[src/hdl/utrq_pkg.sv]
`default_nettype none
// ---------------------------------------------------------------------------
// utrq_pkg
// Shared types, codes and the port base table for the UART transfer request
// queue.
// ---------------------------------------------------------------------------
package utrq_pkg;

  localparam int SLOTS_DEF       = 8;
  localparam int ADDR_WIDTH_DEF  = 32;
  localparam int COUNT_WIDTH_DEF = 16;

  // command codes
  localparam logic CMD_SUBMIT = 1'b0;
  localparam logic CMD_INTR   = 1'b1;

  // transfer direction
  localparam logic DIR_WRITE = 1'b0;
  localparam logic DIR_READ  = 1'b1;

  // result status codes
  localparam logic [2:0] ST_OK       = 3'd0;
  localparam logic [2:0] ST_FULL     = 3'd1;
  localparam logic [2:0] ST_NO_CUR   = 3'd2;
  localparam logic [2:0] ST_NOT_PEND = 3'd3;
  localparam logic [2:0] ST_ZERO_CNT = 3'd4;

  // data action codes
  localparam logic [2:0] ACT_NONE  = 3'd0;
  localparam logic [2:0] ACT_STORE = 3'd1;
  localparam logic [2:0] ACT_FETCH = 3'd2;
  localparam logic [2:0] ACT_LSR   = 3'd3;
  localparam logic [2:0] ACT_MSR   = 3'd4;

  // interrupt identification codes (iir bits 3:1)
  localparam logic [2:0] IID_MSR  = 3'd0;
  localparam logic [2:0] IID_THRE = 3'd1;
  localparam logic [2:0] IID_RDA  = 3'd2;
  localparam logic [2:0] IID_RLS  = 3'd3;

  // interrupt enable bits
  localparam logic [3:0] IER_RX = 4'h1;
  localparam logic [3:0] IER_TX = 4'h2;

  typedef struct packed {
    logic        cmd;
    logic [1:0]  port_sel;
    logic        direction;
    logic [15:0] byte_count;
    logic [31:0] buffer_address;
    logic [7:0]  iir_value;
  } in_item_t;

  typedef struct packed {
    logic [2:0]  status;
    logic [2:0]  data_action;
    logic [31:0] data_address;
    logic [9:0]  io_base;
    logic        done_res;
    logic [2:0]  done_slot;
    logic        tx_int_off;
    logic        start_valid;
    logic [2:0]  start_slot;
    logic [9:0]  start_io_base;
    logic [3:0]  start_ier_bits;
  } out_item_t;

  // controller to datapath
  typedef struct packed {
    logic capture;
    logic exec;
    logic start;
    logic push;
  } utrq_cmd_t;

  // datapath to controller
  typedef struct packed {
    logic need_start;
    logic out_free;
  } utrq_sts_t;

  function automatic logic [9:0] port_base(input logic [1:0] port);
    logic [9:0] base;
    case (port)
      2'd0:    base = 10'h3F8;
      2'd1:    base = 10'h2F8;
      2'd2:    base = 10'h3E8;
      2'd3:    base = 10'h2E8;
      default: base = 10'h3F8;
    endcase
    return base;
  endfunction

endpackage
`default_nettype wire

[src/hdl/uart_transfer_request_queue_unit.sv]
`default_nettype none
// ---------------------------------------------------------------------------
// uart_transfer_request_queue_unit
// Transfer descriptor queue for a UART: submits and interrupt events in,
// one result beat out per input beat.
// ---------------------------------------------------------------------------
// Each input beat produces exactly one result beat. An item passes through
// capture, execute and hand-off on its way to the output register, with a
// start step between execute and hand-off when finishing a request starts
// the next waiting one, so that the started request is looked up after the
// head has advanced. The input is not ready again until the
// result has moved into the output register; a result held there while the
// consumer stalls does not block the next input beat.
module uart_transfer_request_queue_unit
  import utrq_pkg::*;
#(
  parameter int SLOTS       = SLOTS_DEF,
  parameter int ADDR_WIDTH  = ADDR_WIDTH_DEF,
  parameter int COUNT_WIDTH = COUNT_WIDTH_DEF
) (
  input  wire logic     clk,
  input  wire logic     rst_n,
  input  wire logic     in_valid,
  output logic          in_ready,
  input  wire in_item_t in_data,
  output logic          out_valid,
  input  wire logic     out_ready,
  output out_item_t     out_data
);

  utrq_cmd_t cmd;
  utrq_sts_t sts;

  utrq_ctrl u_ctrl (
    .clk      (clk),
    .rst_n    (rst_n),
    .in_valid (in_valid),
    .in_ready (in_ready),
    .sts      (sts),
    .cmd      (cmd)
  );

  utrq_dp #(
    .SLOTS       (SLOTS),
    .ADDR_WIDTH  (ADDR_WIDTH),
    .COUNT_WIDTH (COUNT_WIDTH)
  ) u_dp (
    .clk       (clk),
    .rst_n     (rst_n),
    .cmd       (cmd),
    .sts       (sts),
    .in_data   (in_data),
    .out_valid (out_valid),
    .out_ready (out_ready),
    .out_data  (out_data)
  );

endmodule
`default_nettype wire

[src/hdl/utrq_ctrl.sv]
`default_nettype none
// ---------------------------------------------------------------------------
// utrq_ctrl
// Sequencer: takes a beat, runs it through the datapath, optionally reports
// the next started request, then hands the result to the output register.
// ---------------------------------------------------------------------------
module utrq_ctrl
  import utrq_pkg::*;
(
  input  wire logic      clk,
  input  wire logic      rst_n,
  input  wire logic      in_valid,
  output logic           in_ready,
  input  wire utrq_sts_t sts,
  output utrq_cmd_t      cmd
);

  typedef enum logic [1:0] {
    S_IDLE,
    S_EXEC,
    S_START,
    S_PUSH
  } state_t;

  state_t state_r;
  state_t state_nxt;

  always_comb begin
    state_nxt = state_r;
    case (state_r)
      S_IDLE:  if (in_valid) state_nxt = S_EXEC;
      S_EXEC:  state_nxt = sts.need_start ? S_START : S_PUSH;
      S_START: state_nxt = S_PUSH;
      S_PUSH:  if (sts.out_free) state_nxt = S_IDLE;
      default: state_nxt = S_IDLE;
    endcase
  end

  assign in_ready    = (state_r == S_IDLE);
  assign cmd.capture = (state_r == S_IDLE) && in_valid;
  assign cmd.exec    = (state_r == S_EXEC);
  assign cmd.start   = (state_r == S_START);
  assign cmd.push    = (state_r == S_PUSH) && sts.out_free;

  always_ff @(posedge clk) begin
    if (!rst_n) begin
      state_r <= S_IDLE;
    end else begin
      state_r <= state_nxt;
    end
  end

endmodule
`default_nettype wire

[src/hdl/utrq_dp.sv]
`default_nettype none
// ---------------------------------------------------------------------------
// utrq_dp
// Descriptor table, slot order FIFO, result build and output register.
// ---------------------------------------------------------------------------
module utrq_dp
  import utrq_pkg::*;
#(
  parameter int SLOTS       = SLOTS_DEF,
  parameter int ADDR_WIDTH  = ADDR_WIDTH_DEF,
  parameter int COUNT_WIDTH = COUNT_WIDTH_DEF
) (
  input  wire logic      clk,
  input  wire logic      rst_n,
  input  wire utrq_cmd_t cmd,
  output utrq_sts_t      sts,
  input  wire in_item_t  in_data,
  output logic           out_valid,
  input  wire logic      out_ready,
  output out_item_t      out_data
);

  localparam int PTR_W = $clog2(SLOTS);
  localparam int CNT_W = $clog2(SLOTS + 1);

  function automatic logic [PTR_W-1:0] ptr_inc(input logic [PTR_W-1:0] p);
    return (p == PTR_W'(SLOTS - 1)) ? '0 : p + PTR_W'(1);
  endfunction

  in_item_t in_r;

  logic [ADDR_WIDTH-1:0]  slot_addr_r [SLOTS];
  logic [COUNT_WIDTH-1:0] slot_rem_r  [SLOTS];
  logic [1:0]             slot_port_r [SLOTS];
  logic                   slot_dir_r  [SLOTS];
  logic [SLOTS-1:0]       slot_free_r;
  logic [PTR_W-1:0]       fifo_r      [SLOTS];
  logic [PTR_W-1:0]       head_r;
  logic [PTR_W-1:0]       tail_r;
  logic [CNT_W-1:0]       count_r;

  out_item_t res_r;
  out_item_t res_nxt;
  out_item_t out_r;
  logic      out_valid_r;

  logic [PTR_W-1:0]       free_idx;
  logic                   any_free;
  logic [PTR_W-1:0]       cur_slot;
  logic [ADDR_WIDTH-1:0]  cur_addr;
  logic [COUNT_WIDTH-1:0] cur_rem;
  logic [1:0]             cur_port;
  logic                   cur_dir;
  logic [COUNT_WIDTH-1:0] cnt;
  logic [COUNT_WIDTH-1:0] rem_dec;
  logic [2:0]             iid;
  logic                   is_intr;
  logic                   submit_ok;
  logic                   intr_ok;
  logic                   data_move;
  logic                   finish;

  // lowest free slot
  always_comb begin
    free_idx = '0;
    for (int i = SLOTS - 1; i >= 0; i--) begin
      if (slot_free_r[i]) free_idx = PTR_W'(i);
    end
  end

  assign any_free  = |slot_free_r;
  assign cur_slot  = fifo_r[head_r];
  assign cur_addr  = slot_addr_r[cur_slot];
  assign cur_rem   = slot_rem_r[cur_slot];
  assign cur_port  = slot_port_r[cur_slot];
  assign cur_dir   = slot_dir_r[cur_slot];
  assign cnt       = COUNT_WIDTH'(in_r.byte_count);
  assign rem_dec   = cur_rem - COUNT_WIDTH'(1);
  assign iid       = in_r.iir_value[3:1];
  assign is_intr   = (in_r.cmd == CMD_INTR);
  assign submit_ok = !is_intr && (cnt != '0) && any_free;
  assign intr_ok   = is_intr && (count_r != '0) && !in_r.iir_value[0];
  assign data_move = intr_ok && ((iid == IID_RDA) || (iid == IID_THRE));
  assign finish    = data_move && (rem_dec == '0);

  // another request waits behind the one finishing now
  assign sts.need_start = finish && (count_r != CNT_W'(1));
  assign sts.out_free   = !out_valid_r || out_ready;

  always_comb begin
    res_nxt = '0;
    if (!is_intr) begin
      if (cnt == '0) begin
        res_nxt.status = ST_ZERO_CNT;
      end else if (!any_free) begin
        res_nxt.status = ST_FULL;
      end else begin
        res_nxt.status = ST_OK;
        if (count_r == '0) begin
          res_nxt.start_valid    = 1'b1;
          res_nxt.start_slot     = 3'(free_idx);
          res_nxt.start_io_base  = port_base(in_r.port_sel);
          res_nxt.start_ier_bits = (in_r.direction == DIR_READ) ? IER_RX : IER_TX;
        end
      end
    end else if (count_r == '0) begin
      res_nxt.status = ST_NO_CUR;
    end else if (in_r.iir_value[0]) begin
      res_nxt.status = ST_NOT_PEND;
    end else begin
      res_nxt.status  = ST_OK;
      res_nxt.io_base = port_base(cur_port);
      case (iid)
        IID_RLS:  res_nxt.data_action = ACT_LSR;
        IID_MSR:  res_nxt.data_action = ACT_MSR;
        IID_RDA:  res_nxt.data_action = ACT_STORE;
        IID_THRE: res_nxt.data_action = ACT_FETCH;
        default:  res_nxt.data_action = ACT_NONE;
      endcase
      if (data_move) begin
        res_nxt.data_address = 32'(cur_addr);
      end
      if (finish) begin
        res_nxt.done_res   = 1'b1;
        res_nxt.done_slot  = 3'(cur_slot);
        res_nxt.tx_int_off = (cur_dir == DIR_WRITE);
      end
    end
  end

  // control state
  always_ff @(posedge clk) begin
    if (!rst_n) begin
      slot_free_r <= '1;
      head_r      <= '0;
      tail_r      <= '0;
      count_r     <= '0;
      out_valid_r <= 1'b0;
    end else begin
      if (cmd.exec && submit_ok) begin
        slot_free_r[free_idx] <= 1'b0;
        tail_r                <= ptr_inc(tail_r);
        count_r               <= count_r + CNT_W'(1);
      end
      if (cmd.exec && finish) begin
        slot_free_r[cur_slot] <= 1'b1;
        head_r                <= ptr_inc(head_r);
        count_r               <= count_r - CNT_W'(1);
      end
      if (cmd.push) begin
        out_valid_r <= 1'b1;
      end else if (out_ready) begin
        out_valid_r <= 1'b0;
      end
    end
  end

  // payload
  always_ff @(posedge clk) begin
    if (cmd.capture) in_r <= in_data;
    if (cmd.exec && submit_ok) begin
      slot_addr_r[free_idx] <= ADDR_WIDTH'(in_r.buffer_address);
      slot_rem_r[free_idx]  <= cnt;
      slot_port_r[free_idx] <= in_r.port_sel;
      slot_dir_r[free_idx]  <= in_r.direction;
      fifo_r[tail_r]        <= free_idx;
    end
    if (cmd.exec && data_move) begin
      slot_addr_r[cur_slot] <= cur_addr + ADDR_WIDTH'(1);
      slot_rem_r[cur_slot]  <= rem_dec;
    end
    if (cmd.exec) res_r <= res_nxt;
    // head has advanced by now, so cur_slot is the next request
    if (cmd.start) begin
      res_r.start_valid    <= 1'b1;
      res_r.start_slot     <= 3'(cur_slot);
      res_r.start_io_base  <= port_base(cur_port);
      res_r.start_ier_bits <= (cur_dir == DIR_READ) ? IER_RX : IER_TX;
    end
    if (cmd.push) out_r <= res_r;
  end

  assign out_valid = out_valid_r;
  assign out_data  = out_r;

  a_count_matches_busy: assert property (@(posedge clk) disable iff (!rst_n)
    $countones(~slot_free_r) == int'(count_r))
    else $error("busy slot count differs from queue count");

  a_empty_ptrs: assert property (@(posedge clk) disable iff (!rst_n)
    (count_r == '0) |-> (head_r == tail_r))
    else $error("empty queue with head and tail apart");

  a_submit_grows: assert property (@(posedge clk) disable iff (!rst_n)
    (cmd.exec && submit_ok) |=> (count_r == $past(count_r) + CNT_W'(1)))
    else $error("accepted submit did not grow the queue");

  a_start_after_finish: assert property (@(posedge clk) disable iff (!rst_n)
    cmd.start |-> $past(cmd.exec && finish))
    else $error("start report without a finished request");

endmodule
`default_nettype wire

[config.mk]
export PLATFORM = sky130hd
export DESIGN_NAME = uart_transfer_request_queue_unit
export DESIGN_NICKNAME = d
export VERILOG_FILES = /design/src/hdl/utrq_pkg.sv /design/src/hdl/uart_transfer_request_queue_unit.sv /design/src/hdl/utrq_ctrl.sv /design/src/hdl/utrq_dp.sv
export SDC_FILE = /design/constraint.sdc
export NUM_CORES = 1
export LEC_CHECK = 0
export ABC_CLOCK_PERIOD_IN_PS = 6200
export BUFFER_PORTS_ARGS = -buffer_cell sky130_fd_sc_hd__buf_2
export CORE_MARGIN = 10
export CORE_UTILIZATION = 55
export CTS_CLUSTER_SIZE = 8
export DETAILED_ROUTE_END_ITERATION = 7
export PLACE_DENSITY_LB_ADDON = 0.08
export SKIP_LAST_GASP = 1
export SLEW_MARGIN = 20
export SYNTH_ARGS = -nofsm -noshare
export SYNTH_HDL_FRONTEND = slang
export SYNTH_SLANG_ARGS = --single-unit
[constraint.sdc]
create_clock -name clk -period 6.2 [get_ports clk]
set_clock_uncertainty 0.1 [all_clocks]
set_input_delay 1.24 -clock clk [delete_from_list [all_inputs] [get_ports clk]]
set_output_delay 1.24 -clock clk [all_outputs]
set_load 0.1 [all_outputs]
==> results of run 1 <==
==> critical path, stage by stage (launching register included) <==
cell	delay [ps]
sky130_fd_sc_hd__dfxtp_1	300
sky130_fd_sc_hd__buf_4	240
sky130_fd_sc_hd__mux2_2	360
sky130_fd_sc_hd__mux4_4	730
sky130_fd_sc_hd__nor3_1	310
sky130_fd_sc_hd__buf_4	300
sky130_fd_sc_hd__a221oi_1	120
sky130_fd_sc_hd__o2bb2ai_1	430
sky130_fd_sc_hd__nand2_1	120
sky130_fd_sc_hd__nor4bb_1	540
sky130_fd_sc_hd__nand3_1	540
sky130_fd_sc_hd__nor4_1	440
sky130_fd_sc_hd__xor2_1	110
sky130_fd_sc_hd__o21ai_0	610
==> cells by family (layout without fill, tap and decap cells) <==
logic type	count (synthesis)	count (layout)	share of synthesized area, %
DFF	622	622	72.6
muxes	79	79	3.74
AOI/OAI and AO/OA	254	254	6.45
and+or+nand+nor	683	683	12.7
buffers and inverters	126	334	2.46
other	1	8	0.0148
xor gates and xnor gates	41	41	1.41
adders and majority gates	14	14	0.690
==> routing by layer <==
metal	global-route usage (%)	wire length [µm]	vias up
met5	0	0	-
met4	5.58	1210	0
met2	35.6	29400	605
met3	4.16	4560	112
li1	-	-	7156
met1	30.0	26100	7770
==> flip-flops by register name (all words and copies together) (netlist names), 4 cells and up, named ones only <==
| name | cells |
|---|---|
| u_dp.in_r | 36 |
| u_dp.fifo_r | 24 |
| u_dp.slot_addr_r | 256 |
| u_dp.slot_rem_r | 128 |
| u_dp.cnt | 16 |
| u_dp.res_r | 55 |
| u_dp.out_data | 55 |
| u_dp.slot_free_r | 8 |
| u_dp.count_r | 4 |
| u_dp.slot_port_r | 16 |
| u_dp.slot_dir_r | 8 |
==> layout make-up <==
cell class              instances  area [µm²]
clock inverters                 4        37.5
multi-input cells            1079        6500
flip-flops and latches        622       18400
well taps                     600         751
inverters                      17        63.8
clock buffers                 112        2330
fillers                      3349       16100
repair buffers                201        1290
==> report_power, final <==
part | total, mW | switching, mW | internal, mW
Sequential | 5.28 | 0.119 | 5.16
Clock | 4.19 | 1.61 | 2.58
Combinational | 1.81 | 1.36 | 0.454
Total | 11.3 | 3.09 | 8.19
==> stage by stage <==
step	setup WS [ps]	hold slack [ps]	util (%)	cells	total power, mW
global route	248	319	64.6	2635	11.7
finish	614	311	64.6	2635	11.3
floorplan	569	300	-	1827	6.58
CTS	641	309	64.6	2635	11.4
detailed placement	642	305	59.4	2519	7.17
global placement	803	301	59.4	2519	7.13
==> worst max path at each step <==
stage	startpoint	to	slack (ps)	depth (start not counted)
2_1_floorplan	flip-flop	u_dp.slot_addr_r[4][0]$_DFFE_PP_	570	11
3_5_place_dp	flip-flop	u_dp.slot_addr_r[6][31]$_DFFE_PP_	640	13
5_1_grt	flip-flop	u_dp.slot_addr_r[0][31]$_DFFE_PP_	250	13
6_report	flip-flop	u_dp.slot_addr_r[0][31]$_DFFE_PP_	610	13
4_1_cts	flip-flop	u_dp.slot_addr_r[0][31]$_DFFE_PP_	640	13
3_3_place_gp	flip-flop	u_dp.slot_addr_r[3][31]$_DFFE_PP_	800	13
==> cells in the final DEF, fill, tap and decap left out, types with 9 or more instances in the layout <==
cell	n
sky130_fd_sc_hd__a21oi_1	46
sky130_fd_sc_hd__a221oi_1	22
sky130_fd_sc_hd__and2_1	21
sky130_fd_sc_hd__and3_1	13
sky130_fd_sc_hd__buf_2	124
sky130_fd_sc_hd__buf_4	70
sky130_fd_sc_hd__clkbuf_1	22
sky130_fd_sc_hd__clkbuf_16	90
sky130_fd_sc_hd__dfxtp_1	25
sky130_fd_sc_hd__edfxtp_1	597
sky130_fd_sc_hd__ha_1	13
sky130_fd_sc_hd__inv_1	17
sky130_fd_sc_hd__mux2_2	24
sky130_fd_sc_hd__mux2i_1	41
sky130_fd_sc_hd__nand2_1	325
sky130_fd_sc_hd__nand3_1	140
sky130_fd_sc_hd__nand4_1	11
sky130_fd_sc_hd__nor2_1	75
sky130_fd_sc_hd__nor3_1	12
sky130_fd_sc_hd__nor4_1	9
sky130_fd_sc_hd__o211ai_1	14
sky130_fd_sc_hd__o21ai_0	93
sky130_fd_sc_hd__xnor2_1	21
sky130_fd_sc_hd__xor2_1	20
==> out/qor.txt, run 1 <==
Count of yosys warnings during synthesis = 0
Clock Root Buffer = sky130_fd_sc_hd__clkbuf_16
Depth of the most critical reg-to-reg path = 13
Vias in the first global route = 15647
DR iter-0 viols = 1328
Die span in y = 235 µm
Number of buffer cells added on primary ports = 124
Number of buffers added to fix hold violations after cts = 0
Initial core utilization = 55.8%
Total global-route track usage = 21.9%
Final Wtd Congestion = 0.866
Cell with the most instances after synthesis = sky130_fd_sc_hd__edfxtp_1
Number of endpoints with negative hold slack in the final report = 0
Slew Limit Headroom = 34.7%
Req. time, crit path = 6380 ps
DRC Markers = 0
Top-area cell type share of the netlist area = 70.6%
Critical path peak fanout = 14
GRT Residual Overflow = 0
Deepest level of the CTS H-tree = 3
Antenna Diode Count = 0
Number of register bits inferred by synthesis = 622
Critical path capture point type = flip-flop
Site Rows = 78
DR pass1 iterations = 5
Final Slew Violations = 0
Post-route design area = 29400 µm²
Synthesized area divided by synthesized cell count = 14.0 µm²
DR vias/cell = 5.94
Netlist Area Pre-Place = 25400 µm²
Measured slew at the worst slew-check pin = 969 ps
CTS tree = built
Top Ports = 137
Total CTS buffers = 87
Cell area power density = 384 nW/µm²
Fraction of registers with async set or reset after synthesis = 0%
Die Footprint = 55200 µm²
Setup TNS = 0 ps
Number of sinks driven by the clock tree = 622
Area Overhead vs Synth = 15.8%
Seq/Total Area, Yosys = 72.6%
Tcrit/Tclk final = 90.1%
Resized Gates After CTS = 0
Unrepaired setup endpoints after global routing = false
Wirelength, routed = 61200 µm
Post-synthesis cell type count = 78
Floorplan core area = 45500 µm²
Number of buffers between clock root and the deepest sink = 3
Post-layout net count = 2086
Dpl hpwl = 37700 µm
Worst Hold Path EP = u_dp.out_data[46]$_DFFE_PP_
Clock insertion delay at the later pin of the skew report = 610 ps
Fmax = 0.179 GHz
Leak pwr = 10.3 nW
Max-cap violation count = 0
DR WL/cell = 23.2 µm
Setup violation total in the final timing report = 0
Post-synth top area cell = sky130_fd_sc_hd__edfxtp_1
Beginning of the worst hold path = u_dp.res_r[46]$_SDFFCE_PP0P_
Synth Flop Type = sky130_fd_sc_hd__edfxtp_1
Largest net degree at the start of global routing = 59
Clock-pin slew on the worst setup and hold paths = 50 ps
Min-delay worst type = flip-flop to flip-flop
Commonest cells in the synthesized netlist = sky130_fd_sc_hd__edfxtp_1, sky130_fd_sc_hd__nand2_1, sky130_fd_sc_hd__nand3_1
Synth top area cells = sky130_fd_sc_hd__edfxtp_1, sky130_fd_sc_hd__nand2_1, sky130_fd_sc_hd__nand3_1
Antenna violations before repair = 2
Worst ir drop on vdd = 0.283 mV
Number of buffers inserted by post-CTS setup repair = 0
Startpoint class of the critical path = flip-flop
Count of flip-flops with a built-in enable after synthesis = 597
Wire length of the first global-routing pass = 94000 µm
Capture instance of the worst register-to-register path = u_dp.slot_addr_r[0][31]$_DFFE_PP_
Slack of the worst reg-to-reg path = 610 ps
Run status = finished clean
Die Width = 235 µm
Vias after detailed routing = 15643
Critical Path AT = 5770 ps
Number of cells on the worst hold path = 0
Synth Instances = 1820
Share of layout cells above drive strength 1 = 18.6%
Placement-stage cell area = 27000 µm²
Final period demand of the worst path = 5590 ps
Kind of critical path = flip-flop to flip-flop
Residual antenna-violating net count after detailed routing = 0
No activity file was read; power rests on OpenSTA's default activity.
==> run 2, diff against run 1 <==
--- a/config.mk
+++ b/config.mk
@@ -7,11 +7,13 @@
 export LEC_CHECK = 0
 export ABC_CLOCK_PERIOD_IN_PS = 6200
 export BUFFER_PORTS_ARGS = -buffer_cell sky130_fd_sc_hd__buf_2
+export CELL_PAD_IN_SITES_DETAIL_PLACEMENT = 1
+export CELL_PAD_IN_SITES_GLOBAL_PLACEMENT = 1
 export CORE_MARGIN = 10
-export CORE_UTILIZATION = 55
-export CTS_CLUSTER_SIZE = 8
+export CORE_UTILIZATION = 46
 export DETAILED_ROUTE_END_ITERATION = 7
 export PLACE_DENSITY_LB_ADDON = 0.08
+export REMOVE_ABC_BUFFERS = 1
 export SKIP_LAST_GASP = 1
 export SLEW_MARGIN = 20
 export SYNTH_ARGS = -nofsm -noshare
==> out/qor.txt, run 2 (synthesized netlist as in run 1, its figures left out) <==
Run status = finished clean
Residual antenna-violating net count after detailed routing = 0
Initial core utilization = 46.3%
Critical path capture point type = flip-flop
Critical path peak fanout = 21
Placement-stage cell area = 27200 µm²
DRC Markers = 0
Floorplan core area = 54900 µm²
DR pass1 iterations = 5
Clock-pin slew on the worst setup and hold paths = 60 ps
Resized Gates After CTS = 0
Final Wtd Congestion = 0.794
Total global-route track usage = 21.2%
Number of buffers added to fix hold violations after cts = 0
Slack of the worst reg-to-reg path = 750 ps
Post-route core utilization = 53.7%
Req. time, crit path = 6410 ps
GRT Residual Overflow = 0
Top flop regs = u_dp.slot_addr_r: 256 flops, u_dp.slot_rem_r: 128 flops
Site Rows = 86
Unrepaired setup endpoints after global routing = false
Kind of critical path = flip-flop to flip-flop
Final Slew Violations = 0
CTS tree = built
P_int = 8.09 mW
Vias after detailed routing = 15682
Area Overhead vs Synth = 16.0%
Cell at the slowest stage of the critical path = sky130_fd_sc_hd__mux4_4
Post-route design area = 29500 µm²
Slew Limit Headroom = 26.8%
Die Footprint = 65000 µm²
Wire length of the first global-routing pass = 103000 µm
Number of endpoints with negative hold slack in the final report = 0
Worst Setup Slack, final = 748 ps
Antenna violations before repair = 0
Number of buffers inserted by post-CTS setup repair = 0
Critical Path AT = 5660 ps
Largest net degree at the start of global routing = 64
Dpl hpwl = 42000 µm
DP Worst Slack = 816 ps
DR iter-0 viols = 1128
Overall Power = 11.3 mW
Number of sinks driven by the clock tree = 622
Top library cells by usage in the layout, fill and taps aside = sky130_fd_sc_hd__edfxtp_1, sky130_fd_sc_hd__nand2_1, sky130_fd_sc_hd__nand3_1, sky130_fd_sc_hd__buf_2, sky130_fd_sc_hd__o21ai_0
Antenna Diode Count = 0
Clock insertion delay at the later pin of the skew report = 610 ps
Most frequent standard cell in the layout excluding fill and tap cells = sky130_fd_sc_hd__edfxtp_1
Total CTS buffers = 69
Wirelength, routed = 68500 µm
Proportion of power drawn by combinational gates = 16.9%
Post-layout net count = 2073
Startpoint class of the critical path = flip-flop
Leak pwr = 10.2 nW
Critical Path Most Common Cell = sky130_fd_sc_hd__buf_4
Max-cap violation count = 0
Critical path, cell by cell = buf_4 > mux2_2 > mux4_4 > buf_4 > buf_4 > nand3_1 > o211ai_1 > a211oi_2 > nand2_1 > or2_1 > or4_1 > nor4_1 > xor2_1 > o21ai_0
Number of buffers between clock root and the deepest sink = 3
Sequential fraction of design power = 46.8%
Biggest cell delay along the critical path = 660 ps
DR vias/cell = 5.71
DR WL/cell = 24.9 µm
Final period demand of the worst path = 5450 ps
Number of buffer cells added on primary ports = 124
Family of cells with the greatest summed delay on the critical path = simple AND/OR/NAND/NOR gates
Net Switching = 3.17 mW
Die Width = 255 µm
Cell area power density = 382 nW/µm²
Number of flip-flops under the largest register name = 256
Clock Root Buffer = sky130_fd_sc_hd__clkbuf_16
Setup violation total in the final timing report = 0
Net switching fraction of the power = 28.1%
Tcrit/Tclk final = 87.9%
Die span in y = 255 µm
Measured slew at the worst slew-check pin = 1100 ps
Top Ports = 137
Share of power burned in the clock network = 36.4%
Min-delay worst type = flip-flop to flip-flop
Register bank with the most flops = u_dp.slot_addr_r
Buffer and inverter count on the worst path = 3
Share of layout cells above drive strength 1 = 18.9%
Worst ir drop on vdd = 0.233 mV
Deepest level of the CTS H-tree = 3
Fmax = 0.183 GHz
Vias in the first global route = 16770
## run 2: cell types whose count changed in the layout (fill, tap and decap cells not counted), sizes merged
cell / delta
buf: +5
bufinv: +8
inv: +1
clkbuf: -26
clkinv: +19
clkinvlp: +1
## run 2: path summary, 6_finish.rpt
path	from	endpoint	depth (start not counted)
max reg2reg	flip-flop	u_dp.slot_addr_r[6][31]$_DFFE_PP_	14
min	u_dp.res_r[42]$_SDFFCE_PP0P_	u_dp.out_data[42]$_DFFE_PP_	0
max	flip-flop	u_dp.slot_addr_r[6][31]$_DFFE_PP_	14
min reg2reg	u_dp.res_r[42]$_SDFFCE_PP0P_	u_dp.out_data[42]$_DFFE_PP_	0
## run 2: final cells by class
class,instances,area (µm²)
flip-flops and latches,622,18400
fillers,5366,25400
inverters,17,63.8
clock buffers,86,1870
clock inverters,33,373
well taps,704,881
multi-input cells,1079,6490
repair buffers,206,1350
## run 2: per-stage QoR
stage                     hold WS, ps  TNS (ps)  std cells
after detailed placement          306         0       2628
after global routing              322         0       2747
after CTS                         319         0       2747
final                             317         0       2747
after global placement            302         0       2628
after floorplan                   300   -635160       1718
## run 2: metal layers
layer / routed length, µm / up-vias / track usage (%)
li1: - / 7151 / -
met1: 30200 / 8092 / 27.7
met2: 34100 / 352 / 36.4
met3: 2940 / 87 / 3.02
met4: 1290 / 0 / 6.15
met5: 0 / - / 0
## run 2: power by group through the flow
| stage | Sequential [mW] | Clock, mW | Combinational [mW] |
|---|---|---|---|
| floorplan | 5.57 | 0 | 0.980 |
| global placement | 5.33 | 0 | 1.86 |
| detailed placement | 5.35 | 0 | 1.91 |
| CTS | 5.27 | 4.18 | 1.92 |
| global route | 5.30 | 4.36 | 2.06 |
| finish | 5.26 | 4.10 | 1.90 |
## run 2: worst reg2reg max path, cell delays in order (launching register included)
cell                       delay [ps]
sky130_fd_sc_hd__dfxtp_1          320
sky130_fd_sc_hd__buf_4            250
sky130_fd_sc_hd__mux2_2           370
sky130_fd_sc_hd__mux4_4           660
sky130_fd_sc_hd__buf_4            260
sky130_fd_sc_hd__buf_4            260
sky130_fd_sc_hd__nand3_1          110
sky130_fd_sc_hd__o211ai_1         170
sky130_fd_sc_hd__a211oi_2         520
sky130_fd_sc_hd__nand2_1          200
sky130_fd_sc_hd__or2_1            310
sky130_fd_sc_hd__or4_1            630
sky130_fd_sc_hd__nor4_1           330
sky130_fd_sc_hd__xor2_1           100
sky130_fd_sc_hd__o21ai_0          590
==> run 3, diff against run 2 <==
--- a/config.mk
+++ b/config.mk
@@ -13,6 +13,7 @@
 export CORE_UTILIZATION = 46
 export DETAILED_ROUTE_END_ITERATION = 7
 export PLACE_DENSITY_LB_ADDON = 0.08
+export RECOVER_POWER = 100
 export REMOVE_ABC_BUFFERS = 1
 export SKIP_LAST_GASP = 1
 export SLEW_MARGIN = 20
==> out/qor.txt, run 3 (synthesized netlist as in run 1, its figures left out) <==
GRT Residual Overflow = 0
Min-delay worst type = flip-flop to flip-flop
Clock-pin slew on the worst setup and hold paths = 60 ps
Worst Hold Path EP = u_dp.out_data[42]$_DFFE_PP_
Failing checks = max-capacitance violations, max-slew violations
Worst ir drop on vdd = 0.246 mV
Die Width = 255 µm
Cell at the slowest stage of the critical path = sky130_fd_sc_hd__dfxtp_1
Capture instance of the worst register-to-register path = u_dp.count_r[2]$_SDFFE_PN0P_
Proportion of power drawn by combinational gates = 16.5%
Critical path capture point type = flip-flop
Floorplan core area = 54900 µm²
Register bank with the most flops = u_dp.slot_addr_r
Depth of the most critical reg-to-reg path = 16
Most frequent standard cell in the layout excluding fill and tap cells = sky130_fd_sc_hd__edfxtp_1
Run status = finished, violations left
Post-route core utilization = 53.2%
Net switching fraction of the power = 28.2%
Die Footprint = 65000 µm²
Top Ports = 137
Leak pwr = 9.93 nW
Initial core utilization = 46.3%
Fill cell count = 5399
Fmax = 0.179 GHz
DR WL/cell = 25.0 µm
Share of power burned in the clock network = 36.5%
Number of buffers between clock root and the deepest sink = 3
DR vias/cell = 5.71
Wirelength, routed = 68600 µm
DR iter-0 viols = 1086
Overall Power = 11.2 mW
Top flop regs = u_dp.slot_addr_r: 256 flops, u_dp.slot_rem_r: 128 flops
Req. time, crit path = 6600 ps
Measured slew at the worst slew-check pin = 3520 ps
Worst Hold Margin = 317 ps
Number of buffers inserted by post-CTS setup repair = 0
Final Wtd Congestion = 0.794
Critical Path AT = 5980 ps
Resized Gates After CTS = 0
Slack of the worst reg-to-reg path = 620 ps
Setup violation total in the final timing report = 0
Total global-route track usage = 21.2%
Clock insertion delay at the later pin of the skew report = 610 ps
Deepest level of the CTS H-tree = 3
Dpl hpwl = 42000 µm
Post-route design area = 29200 µm²
DR pass1 iterations = 5
Number of buffer cells added on primary ports = 124
Antenna violations before repair = 0
Biggest cell delay along the critical path = 600 ps
Post-route non-filler standard cell count = 2748
Unrepaired setup endpoints after global routing = false
Largest net degree at the start of global routing = 64
Area Overhead vs Synth = 14.9%
DRC Markers = 0
Final Slew Violations = 145
Tcrit/Tclk final = 90.0%
Placed Instances = 2628
Number of cells on the worst hold path = 0
Wire length of the first global-routing pass = 103000 µm
Net Switching = 3.16 mW
Number of sinks driven by the clock tree = 622
Vias in the first global route = 16770
Startpoint class of the critical path = flip-flop
P_int = 8.07 mW
Beginning of the worst hold path = u_dp.res_r[42]$_SDFFCE_PP0P_
Max-cap violation count = 5
CTS tree = built
Cell area power density = 385 nW/µm²
Clock Root Buffer = sky130_fd_sc_hd__clkbuf_16
Buffer and inverter count on the worst path = 4
Residual antenna-violating net count after detailed routing = 0
Post-layout net count = 2073
Number of buffers added to fix hold violations after cts = 0
Share of layout cells above drive strength 1 = 13.6%
Family of cells with the greatest summed delay on the critical path = simple AND/OR/NAND/NOR gates
Die span in y = 255 µm
Final period demand of the worst path = 5580 ps
Critical path, cell by cell = mux2_1 > o22ai_1 > buf_4 > nor3_1 > clkbuf_1 > clkbuf_1 > nand3_1 > nand4_1 > nand2_1 > nor4_1 > xnor2_1 > or3_4 > nor4_4 > buf_4 > mux2_4 > o311ai_1
Kind of critical path = flip-flop to flip-flop
Vias after detailed routing = 15678
Number of flip-flops under the largest register name = 256
Site Rows = 86
Top library cells by usage in the layout, fill and taps aside = sky130_fd_sc_hd__edfxtp_1, sky130_fd_sc_hd__nand2_1, sky130_fd_sc_hd__nand3_1, sky130_fd_sc_hd__clkbuf_1, sky130_fd_sc_hd__o21ai_0
Path length in cells of the critical path = 16
Sequential fraction of design power = 47.0%
Critical path peak fanout = 17
Placement-stage cell area = 27200 µm²
Number of endpoints with negative hold slack in the final report = 0
Slew Limit Headroom = -134%
Total CTS buffers = 69
==> run 3: changes by cell type in the layout (fill, tap and decap cells not counted), sizes merged <==
| cell | previous run | this run |
|---|---|---|
| clkbuf | 86 | 183 |
| buf | 206 | 109 |
| diode | 0 | 1 |
==> run 3: final cells by class <==
type / count / area (µm²) / share of cell area, %
antenna: 1 / 2.50 / 0.00858
clock buffer: 86 / 1870 / 6.42
clock inverter: 33 / 373 / 1.28
inverter: 17 / 63.8 / 0.219
multi-input combinational: 1079 / 6430 / 22.0
sequential: 622 / 18400 / 63.2
tap: 704 / 881 / 3.02
timing repair buffer: 206 / 1130 / 3.88
==> run 3: per-stage QoR <==
step / worst slack (ps) / TNS, ps
global placement: 883 / 0
floorplan: -2000 / -635160
global route: 236 / 0
finish: 620 / 0
detailed placement: 816 / 0
CTS: 770 / 0
==> run 3: power by group through the flow <==
| stage | Combinational (mW) | Clock, mW | Sequential (mW) |
|---|---|---|---|
| after global routing | 2.01 | 4.36 | 5.31 |
| after CTS | 1.92 | 4.18 | 5.27 |
| final | 1.85 | 4.10 | 5.28 |
| after detailed placement | 1.91 | 0 | 5.35 |
| after global placement | 1.86 | 0 | 5.33 |
| after floorplan | 0.980 | 0 | 5.57 |
==> run 3: how the worst max path moves through the flow <==
stage | from | end | slack, ps
detailed placement | flip-flop | u_dp.slot_addr_r[4][28]$_DFFE_PP_ | 820
floorplan | flip-flop | u_dp.slot_addr_r[0][0]$_DFFE_PP_ | -2000
finish | flip-flop | u_dp.count_r[2]$_SDFFE_PN0P_ | 620
global route | flip-flop | u_dp.count_r[2]$_SDFFE_PN0P_ | 240
CTS | flip-flop | u_dp.slot_addr_r[7][20]$_DFFE_PP_ | 770
global placement | flip-flop | u_dp.slot_addr_r[5][28]$_DFFE_PP_ | 880
==> run 3: layer usage <==
layer	share of wire, %	vias to the layer above	wire (µm)	track usage (%)
met4	1.8	0	1240	6.15
li1	-	7153	-	-
met2	50	350	34200	36.4
met1	44	8092	30000	27.7
met5	0	-	0	0
met3	4.5	83	3080	3.02
